### src/rtl/dqs_pkg.sv
// ----------------------------------------------------------------------------
// dqs_pkg: shared constants for the deque with search
// Sizes, request mode codes and response status codes.
// ----------------------------------------------------------------------------
package dqs_pkg;

   localparam int CAPACITY    = 16;
   localparam int IDX_W       = $clog2(CAPACITY);
   localparam int CNT_W       = $clog2(CAPACITY + 1);

   localparam int MODE_W      = 3;
   localparam int VALUE_W     = 32;
   localparam int POS_W       = 8;
   localparam int STATUS_W    = 2;
   localparam int FOUND_W     = 4;
   localparam int COUNT_OUT_W = 5;

   localparam int POS_CMP_W   = (CNT_W > POS_W) ? CNT_W : POS_W;

   localparam int REQ_TDATA_W = 40;   // value, position
   localparam int RSP_TDATA_W = 48;   // value, found position, count, pad

   // request modes
   localparam logic [MODE_W-1:0] MODE_PUSH_FRONT = 3'd0;
   localparam logic [MODE_W-1:0] MODE_PUSH_BACK  = 3'd1;
   localparam logic [MODE_W-1:0] MODE_POP_FRONT  = 3'd2;
   localparam logic [MODE_W-1:0] MODE_POP_BACK   = 3'd3;
   localparam logic [MODE_W-1:0] MODE_FIND       = 3'd4;
   localparam logic [MODE_W-1:0] MODE_READ       = 3'd5;

   // response status
   localparam logic [STATUS_W-1:0] ST_OK        = 2'd0;
   localparam logic [STATUS_W-1:0] ST_FULL      = 2'd1;
   localparam logic [STATUS_W-1:0] ST_EMPTY     = 2'd2;
   localparam logic [STATUS_W-1:0] ST_NOT_FOUND = 2'd3;

endpackage

### src/rtl/dqs_ram.sv
// ----------------------------------------------------------------------------
// dqs_ram: generic single-port RAM
// One read or write per cycle, read data registered (read-first).
// ----------------------------------------------------------------------------
module dqs_ram #(
   parameter int WIDTH = 32,
   parameter int DEPTH = 16
) (
   input  logic                     clock,
   input  logic                     we,
   input  logic [$clog2(DEPTH)-1:0] addr,
   input  logic [WIDTH-1:0]         wdata,
   output logic [WIDTH-1:0]         rdata
);

   logic [WIDTH-1:0] mem_ff [DEPTH];
   logic [WIDTH-1:0] rdata_ff;

   always_ff @(posedge clock) begin
      if (we) begin
         mem_ff[addr] <= wdata;
      end
      rdata_ff <= mem_ff[addr];
   end

   assign rdata = rdata_ff;

endmodule

### src/rtl/dqs_slot.sv
// ----------------------------------------------------------------------------
// dqs_slot: ring address unit
// Slot of the entry at an offset from the head, wrapped at capacity.
// ----------------------------------------------------------------------------
module dqs_slot (
   input  logic [dqs_pkg::IDX_W-1:0] head,
   input  logic [dqs_pkg::IDX_W-1:0] offset,
   output logic [dqs_pkg::IDX_W-1:0] slot
);

   logic [dqs_pkg::IDX_W:0] sum;
   logic [dqs_pkg::IDX_W:0] wrapped;

   always_comb begin
      sum     = {1'b0, head} + {1'b0, offset};
      wrapped = sum - (dqs_pkg::IDX_W + 1)'(dqs_pkg::CAPACITY);
      if (sum >= (dqs_pkg::IDX_W + 1)'(dqs_pkg::CAPACITY)) begin
         slot = wrapped[dqs_pkg::IDX_W-1:0];
      end else begin
         slot = sum[dqs_pkg::IDX_W-1:0];
      end
   end

endmodule

### src/rtl/deque_with_search.sv
// ----------------------------------------------------------------------------
// deque_with_search: bounded double-ended queue with linear search
// Ring of CAPACITY signed 32-bit entries in a single-port RAM, addressed
// through one shared ring adder, driven by a small sequencer.
// ----------------------------------------------------------------------------
// Sequence: push and any request answered from head/count alone finish in
//   EXEC; pop and read pass through READ_WAIT; find steps through SCAN until
//   it matches an entry or has compared the last stored one.
// Throughput: one request at a time; the next is taken once the sequencer
//   is back in IDLE after the response is loaded. The single
//   RAM port (one entry per cycle) sets the find time.
// Reset: head and count cleared, no response pending; RAM contents are
//   left as they are (no clearing pass), entries are used only once written.
// ----------------------------------------------------------------------------
module deque_with_search (
   input  logic                                 clock,
   input  logic                                 reset,

   input  logic                                 req_tvalid,
   output logic                                 req_tready,
   // [31:0] data_value, [39:32] position
   input  logic [dqs_pkg::REQ_TDATA_W-1:0]      req_tdata,
   // [2:0] mode
   input  logic [dqs_pkg::MODE_W-1:0]           req_tuser,

   output logic                                 rsp_tvalid,
   input  logic                                 rsp_tready,
   // [31:0] result_value, [35:32] found_position, [40:36] entry_count,
   // [47:41] zero
   output logic [dqs_pkg::RSP_TDATA_W-1:0]      rsp_tdata,
   // [1:0] status
   output logic [dqs_pkg::STATUS_W-1:0]         rsp_tuser
);

   typedef enum logic [1:0] {
      IDLE,
      EXEC,        // decide, write on push, issue first read
      READ_WAIT,   // pop / read data back from RAM
      SCAN         // find: compare one entry per cycle
   } state_type;

   state_type                            state_ff, state_in;

   // latched request
   logic [dqs_pkg::MODE_W-1:0]           mode_ff, mode_in;
   logic [dqs_pkg::VALUE_W-1:0]          value_ff, value_in;
   logic [dqs_pkg::POS_W-1:0]            pos_ff, pos_in;

   // ring state
   logic [dqs_pkg::IDX_W-1:0]            head_ff, head_in;
   logic [dqs_pkg::CNT_W-1:0]            count_ff, count_in;
   logic [dqs_pkg::IDX_W-1:0]            idx_ff, idx_in;

   // response register
   logic                                 rsp_valid_ff, rsp_valid_in;
   logic [dqs_pkg::STATUS_W-1:0]         rsp_status_ff, rsp_status_in;
   logic [dqs_pkg::VALUE_W-1:0]          rsp_value_ff, rsp_value_in;
   logic [dqs_pkg::FOUND_W-1:0]          rsp_found_ff, rsp_found_in;
   logic [dqs_pkg::COUNT_OUT_W-1:0]      rsp_count_ff, rsp_count_in;

   // finish strobe and its payload, set by the sequencer
   logic                                 fin;
   logic [dqs_pkg::STATUS_W-1:0]         fin_status;
   logic [dqs_pkg::VALUE_W-1:0]          fin_value;
   logic [dqs_pkg::IDX_W-1:0]            fin_found;

   // shared ring adder and RAM port
   logic [dqs_pkg::IDX_W-1:0]            offset;
   logic [dqs_pkg::IDX_W-1:0]            slot;
   logic                                 ram_we;
   logic [dqs_pkg::VALUE_W-1:0]          ram_rdata;

   logic                                 out_free;
   logic                                 is_full;
   logic                                 is_empty;
   logic [dqs_pkg::CNT_W-1:0]            count_dec;
   logic                                 scan_last;
   logic                                 pos_beyond;

   assign out_free   = !rsp_valid_ff || rsp_tready;
   assign is_full    = (count_ff == dqs_pkg::CNT_W'(dqs_pkg::CAPACITY));
   assign is_empty   = (count_ff == '0);
   assign count_dec  = count_ff - dqs_pkg::CNT_W'(1);
   assign scan_last  = ((dqs_pkg::CNT_W'(idx_ff) + dqs_pkg::CNT_W'(1)) == count_ff);
   assign pos_beyond = (dqs_pkg::POS_CMP_W'(pos_ff) >= dqs_pkg::POS_CMP_W'(count_ff));

   dqs_slot u_slot (
      .head   (head_ff),
      .offset (offset),
      .slot   (slot)
   );

   dqs_ram #(
      .WIDTH (dqs_pkg::VALUE_W),
      .DEPTH (dqs_pkg::CAPACITY)
   ) u_ram (
      .clock (clock),
      .we    (ram_we),
      .addr  (slot),
      .wdata (value_ff),
      .rdata (ram_rdata)
   );

   // Offset into the ring for the shared adder. In EXEC it picks the slot
   // each mode touches first; READ_WAIT reuses it to step the head; SCAN
   // reads one entry ahead of the one being compared.
   always_comb begin
      offset = '0;
      unique case (state_ff)
         EXEC: begin
            case (mode_ff)
               dqs_pkg::MODE_PUSH_FRONT: offset = dqs_pkg::IDX_W'(dqs_pkg::CAPACITY - 1);
               dqs_pkg::MODE_PUSH_BACK:  offset = count_ff[dqs_pkg::IDX_W-1:0];
               dqs_pkg::MODE_POP_BACK:   offset = count_dec[dqs_pkg::IDX_W-1:0];
               dqs_pkg::MODE_READ:       offset = pos_ff[dqs_pkg::IDX_W-1:0];
               default:                  offset = '0;
            endcase
         end
         READ_WAIT: offset = dqs_pkg::IDX_W'(1);
         SCAN:      offset = idx_ff + dqs_pkg::IDX_W'(1);
         default:   offset = '0;
      endcase
   end

   // Sequencer
   always_comb begin
      state_in   = state_ff;
      mode_in    = mode_ff;
      value_in   = value_ff;
      pos_in     = pos_ff;
      head_in    = head_ff;
      count_in   = count_ff;
      idx_in     = idx_ff;
      ram_we     = 1'b0;
      fin        = 1'b0;
      fin_status = dqs_pkg::ST_OK;
      fin_value  = '0;
      fin_found  = '0;

      unique case (state_ff)
         IDLE: begin
            if (req_tvalid) begin
               mode_in  = req_tuser;
               value_in = req_tdata[31:0];
               pos_in   = req_tdata[39:32];
               state_in = EXEC;
            end
         end

         EXEC: begin
            // hold until the response register can take a result
            if (out_free) begin
               case (mode_ff) inside
                  dqs_pkg::MODE_PUSH_FRONT: begin
                     fin = 1'b1;
                     if (is_full) begin
                        fin_status = dqs_pkg::ST_FULL;
                     end else begin
                        ram_we   = 1'b1;
                        head_in  = slot;
                        count_in = count_ff + dqs_pkg::CNT_W'(1);
                     end
                  end
                  dqs_pkg::MODE_PUSH_BACK: begin
                     fin = 1'b1;
                     if (is_full) begin
                        fin_status = dqs_pkg::ST_FULL;
                     end else begin
                        ram_we   = 1'b1;
                        count_in = count_ff + dqs_pkg::CNT_W'(1);
                     end
                  end
                  dqs_pkg::MODE_POP_FRONT, dqs_pkg::MODE_POP_BACK: begin
                     if (is_empty) begin
                        fin        = 1'b1;
                        fin_status = dqs_pkg::ST_EMPTY;
                     end else begin
                        state_in = READ_WAIT;
                     end
                  end
                  dqs_pkg::MODE_FIND: begin
                     if (is_empty) begin
                        fin        = 1'b1;
                        fin_status = dqs_pkg::ST_EMPTY;
                     end else begin
                        idx_in   = '0;
                        state_in = SCAN;
                     end
                  end
                  dqs_pkg::MODE_READ: begin
                     if (is_empty) begin
                        fin        = 1'b1;
                        fin_status = dqs_pkg::ST_EMPTY;
                     end else if (pos_beyond) begin
                        fin        = 1'b1;
                        fin_status = dqs_pkg::ST_NOT_FOUND;
                     end else begin
                        state_in = READ_WAIT;
                     end
                  end
                  default: begin
                     // unused modes: no change, plain ok
                     fin = 1'b1;
                  end
               endcase
            end
         end

         READ_WAIT: begin
            fin       = 1'b1;
            fin_value = ram_rdata;
            if (mode_ff == dqs_pkg::MODE_POP_FRONT) begin
               head_in  = slot;
               count_in = count_dec;
            end else if (mode_ff == dqs_pkg::MODE_POP_BACK) begin
               count_in = count_dec;
            end
         end

         SCAN: begin
            // ram_rdata holds the entry at position idx_ff
            if (ram_rdata == value_ff) begin
               fin       = 1'b1;
               fin_value = value_ff;
               fin_found = idx_ff;
            end else if (scan_last) begin
               fin        = 1'b1;
               fin_status = dqs_pkg::ST_NOT_FOUND;
            end else begin
               idx_in = idx_ff + dqs_pkg::IDX_W'(1);
            end
         end

         default: state_in = IDLE;
      endcase

      if (fin) begin
         state_in = IDLE;
      end
   end

   // Response register: freed on take, loaded on finish
   always_comb begin
      rsp_valid_in  = rsp_valid_ff && !rsp_tready;
      rsp_status_in = rsp_status_ff;
      rsp_value_in  = rsp_value_ff;
      rsp_found_in  = rsp_found_ff;
      rsp_count_in  = rsp_count_ff;
      if (fin) begin
         rsp_valid_in  = 1'b1;
         rsp_status_in = fin_status;
         rsp_value_in  = fin_value;
         rsp_found_in  = dqs_pkg::FOUND_W'(fin_found);
         rsp_count_in  = dqs_pkg::COUNT_OUT_W'(count_in);
      end
   end

   always_ff @(posedge clock) begin
      if (reset) begin
         state_ff     <= IDLE;
         head_ff      <= '0;
         count_ff     <= '0;
         rsp_valid_ff <= 1'b0;
      end else begin
         state_ff     <= state_in;
         head_ff      <= head_in;
         count_ff     <= count_in;
         rsp_valid_ff <= rsp_valid_in;
      end
      mode_ff       <= mode_in;
      value_ff      <= value_in;
      pos_ff        <= pos_in;
      idx_ff        <= idx_in;
      rsp_status_ff <= rsp_status_in;
      rsp_value_ff  <= rsp_value_in;
      rsp_found_ff  <= rsp_found_in;
      rsp_count_ff  <= rsp_count_in;
   end

   assign req_tready = (state_ff == IDLE);
   assign rsp_tvalid = rsp_valid_ff;
   assign rsp_tuser  = rsp_status_ff;
   assign rsp_tdata  = {7'd0, rsp_count_ff, rsp_found_ff, rsp_value_ff};

   // ------------------------------------------------------------------------
   // Assertions
   // ------------------------------------------------------------------------
   a_count_bound: assert property (@(posedge clock) disable iff (reset)
      count_ff <= dqs_pkg::CNT_W'(dqs_pkg::CAPACITY))
      else $error("entry count above capacity");

   a_accept_exec: assert property (@(posedge clock) disable iff (reset)
      (req_tvalid && req_tready) |=> (state_ff == EXEC))
      else $error("accepted request did not enter execution");

   a_scan_in_range: assert property (@(posedge clock) disable iff (reset)
      (state_ff == SCAN) |-> (dqs_pkg::CNT_W'(idx_ff) < count_ff))
      else $error("search index beyond stored entries");

   a_write_not_full: assert property (@(posedge clock) disable iff (reset)
      ram_we |-> !is_full)
      else $error("RAM write while full");

endmodule

### config.mk
export PLATFORM = sky130hd
export DESIGN_NAME = deque_with_search
export DESIGN_NICKNAME = d
export VERILOG_FILES = /design/src/rtl/dqs_pkg.sv /design/src/rtl/dqs_ram.sv /design/src/rtl/dqs_slot.sv /design/src/rtl/deque_with_search.sv
export SDC_FILE = /design/constraint.sdc
export NUM_CORES = 1
export LEC_CHECK = 0
export BUFFER_PORTS_ARGS = -buffer_cell sky130_fd_sc_hd__buf_2
export CELL_PAD_IN_SITES_DETAIL_PLACEMENT = 0
export CELL_PAD_IN_SITES_GLOBAL_PLACEMENT = 2
export CORE_AREA = 4 4 229 231
export DETAILED_ROUTE_END_ITERATION = 12
export DIE_AREA = 0 0 233 235
export PLACE_DENSITY_LB_ADDON = 0.08
export SLEW_MARGIN = 20
export SYNTH_ARGS = -nofsm -noshare
export SYNTH_HDL_FRONTEND = slang
export SYNTH_SLANG_ARGS = --single-unit
### constraint.sdc
create_clock -name clock -period 11.2 [get_ports clock]
set_input_delay 2.24 -clock clock [delete_from_list [all_inputs] [get_ports clock]]
set_output_delay 2.24 -clock clock [all_outputs]
set_load 0.02 [all_outputs]
==> metrics.cfg <==
[outcome]
outcome=finished clean

[layout]
final_nets=1373
drive_gt1_share_pct=31.3
finalInstanceArea_sq_mm=0.0286
antenna-diode-count=0
postLayoutCoreUtil_pct=57.1
stdcell_count=2033
syn2layout_area_growth_pct=14.2

[floorplan]
coreArea_sq_mm=0.0501
start_util_pct=50.0
rows=82
floorplan.die.width_microns=233
die_y_microns=235
dieArea_sq_mm=0.0548
boundaryPins=99

[synth]
ys_async_sr_fraction_pct=0
yosysSeqAreaShare_pct=75.7
synth_compound_area_share_pct=2.97
ys_warn_count=0
synth_xor_area_share_pct=1.57
synth_simple_gate_area_share_pct=2.60
synth.area.mux_share_pct=14.7
syn-cell-area_sq_mm=0.0250
syn_inst=1165
synth_edf_count=602
synth.avg_cell_area_sq_um=21.5
synthAdderAreaFrac_pct=0.920
ys_types=67
synth_top_family_by_area=multiplexers
ys_seq_elements=646
ys.flop_type=edfxtp_1

[clock_network]
clk_latency_ns=0.59
post_cts_buffers=0
cts_tree=done
clock-sinks=646
cts-root-to-sink-buffers=3
cts.clk_slew.worst_paths_ns=0.06
cts_max_level=3
cts-root-buf=clkbuf_16
hold_buffers=0
cts_buffers=67
cts_resized=0

[critical_path]
reg2reg_depth=12
r2r-start=state_ff[0]$_SDFFE_PP0P_
critPathLaunchType=flop
required_ns=11.65
crit_start=state_ff[0]$_SDFFE_PP0P_
crit_path_end=u_ram.rdata[12]$_DFF_P_
r2r-end=u_ram.rdata[12]$_DFF_P_
worst_setup_path_end_kind=flop
critical_path_class=flop to flop
path_max_fanout=70
rrSetupSlack_ns=5.49
crit_arrival_ns=6.15

[flow_run]
maxCapViolCount=0

[placement]
dp_hpwl_microns=32000
dpl_cell_area_sq_mm=0.0265
dp_cells=1912
io_buffer_count=91
gp_congestion=0.733

[timing]
hold_violations=0
worst-slew-pin-transition_ns=1.08
period_share_pct=50.9
max_freq_mhz=175
slew_violations=0
rsz0062_at_grt=false
skew_ns=0.0167
setup_violations=0
period_minus_slack_ns=5.71
relSlewSlack_pct=28.1
setup_tns_ns=0

[global_routing]
antenna_found_initial=3
first_global_vias=12200
grt_pass1_wl_microns=82400
track_usage_pct=20.7
grt_max_degree=112
grt_remaining_overflow=0

[routing]
vias=11700
antenna_left=0
vias_per_cell=5.78
drc=0
drt_iter0_markers=872
drtPass1Iterations=5
routed_wl_microns=55700
wl_per_cell_microns=27.4

[power_and_ir_drop]
finalPower_w=0.00559
switching_share_pct=23.5
p_leak_nw=9.17
powerDensity_mw_per_mm2=196
seq_power_share_pct=52.7
max-vdd-ir-drop_uv=120
power_frac_clock_pct=37.7
intPower_w=0.00428
switchingPower_w=0.00132
p_comb_share_pct=9.6

[min_path]
holdCritStartpoint=head_ff[3]$_SDFFE_PP0P_
hold_path_class=flop to flop

[worst min path at each step]
stage / slack, ns / to / depth (start not counted)
after floorplan: 0.47 / head_ff[0]$_SDFFE_PP0P_ / 2
after detailed placement: 0.50 / head_ff[3]$_SDFFE_PP0P_ / 2
final: 0.51 / head_ff[3]$_SDFFE_PP0P_ / 2
after CTS: 0.51 / head_ff[3]$_SDFFE_PP0P_ / 2
after global placement: 0.48 / head_ff[2]$_SDFFE_PP0P_ / 2
after global routing: 0.58 / head_ff[2]$_SDFFE_PP0P_ / 2
[per-layer routing]
metal | vias up | track usage (%) | part of all wire (%)
met5 | - | 0 | 0.023
met1 | 6227 | 29.4 | 43
met3 | 61 | 3.61 | 5.2
li1 | 5154 | - | -
met2 | 302 | 33.7 | 50
met4 | 2 | 5.14 | 1.6
[final cells by class]
class,instances,area [sq um]
clock buffers,93,1870
inverters,15,56.3
well taps,672,841
flip-flops and latches,646,19000
multi-input cells,447,5880
clock inverters,28,219
fillers,3793,21500
repair buffers,132,776
[power by group through the flow]
stage          Sequential, W  Clock, W  Combinational (W)
5_1_grt              0.00296   0.00227           0.000582
3_5_place_dp         0.00300         0           0.000549
3_3_place_gp         0.00299         0           0.000547
2_1_floorplan        0.00298         0           0.000344
6_report             0.00295   0.00211           0.000538
4_1_cts              0.00295   0.00216           0.000551
[state kept, by name, indices dropped and copies added (netlist names)]
signal and flops:
value_ff 32, u_ram.rdata 32, count_ff 5, idx_ff 4, rsp_value_ff 32, mode_ff 3, head_ff 4, rsp_tuser 2
rsp_tvalid 1, rsp_count_ff 5, u_ram.mem_ff 512, state_ff 2, rsp_found_ff 4, pos_ff 8
[placed cells by master, fill, tap and decap left out, drive strengths merged, types with 3 or more instances in the layout]
cell type,instances
edfxtp,602
mux4,160
buf,132
clkbuf,93
dfxtp,44
xnor2,39
a22o,32
nor3,24
nor2,22
clkinv,22
o21ai,16
nand2,16
ha,16
inv,16
nand4,14
a21oi,10
nor2b,9
conb,7
nand3,7
and2,7
nand2b,6
a31oi,6
mux2i,5
xor2,5
a21o,4
a211oi,4
bufinv,3
[worst max-delay path: stages, from the launching register on]
cell and delay (ns):
dfxtp_1 0.40, ha_1 0.50, clkinv_1 0.40, nor2_1 0.26, o21ai_0 0.12, a21oi_1 0.22, ha_4 0.17, inv_1 0.05
fa_4 0.77, buf_4 0.79, buf_4 0.90, mux4_2 0.44, mux4_2 0.48
[logic make-up (layout without fill, tap and decap cells)]
group	Yosys count	in the layout
DFF	646	646
adders and majority gates	18	18
muxes	167	167
AOI/OAI and AO/OA	94	94
other	1	7
xor gates and xnor gates	44	44
buffers and inverters	78	268
and+or+nand+nor	117	117
[synthesized netlist by cell type (6+ instances only)]
library cell / number / area, sq um
mux4_2: 160 / 3600
and2_1: 7 / 43.8
nand3_1: 6 / 30.0
o21ai_0: 16 / 80.1
edfxtp_1: 602 / 18100
nor2_1: 22 / 82.6
a22o_1: 32 / 280
nor2b_1: 8 / 50.1
xnor2_1: 38 / 333
nand2_1: 15 / 56.3
a21oi_1: 10 / 50.1
nand2b_1: 6 / 37.5
clkbuf_1: 42 / 158
nand4_1: 14 / 87.6
ha_1: 16 / 200
buf_4: 8 / 60.1
inv_1: 13 / 48.8
dfxtp_1: 44 / 881
nor3_1: 23 / 115
a31oi_1: 6 / 37.5
[stage by stage]
stage	hold WS, ns	setup WS [ns]
after global routing	0.575	5.16
after CTS	0.511	5.47
final	0.513	5.49
after global placement	0.480	5.53
after floorplan	0.467	5.22
after detailed placement	0.503	5.48
No activity file was read; power rests on OpenSTA's default activity.
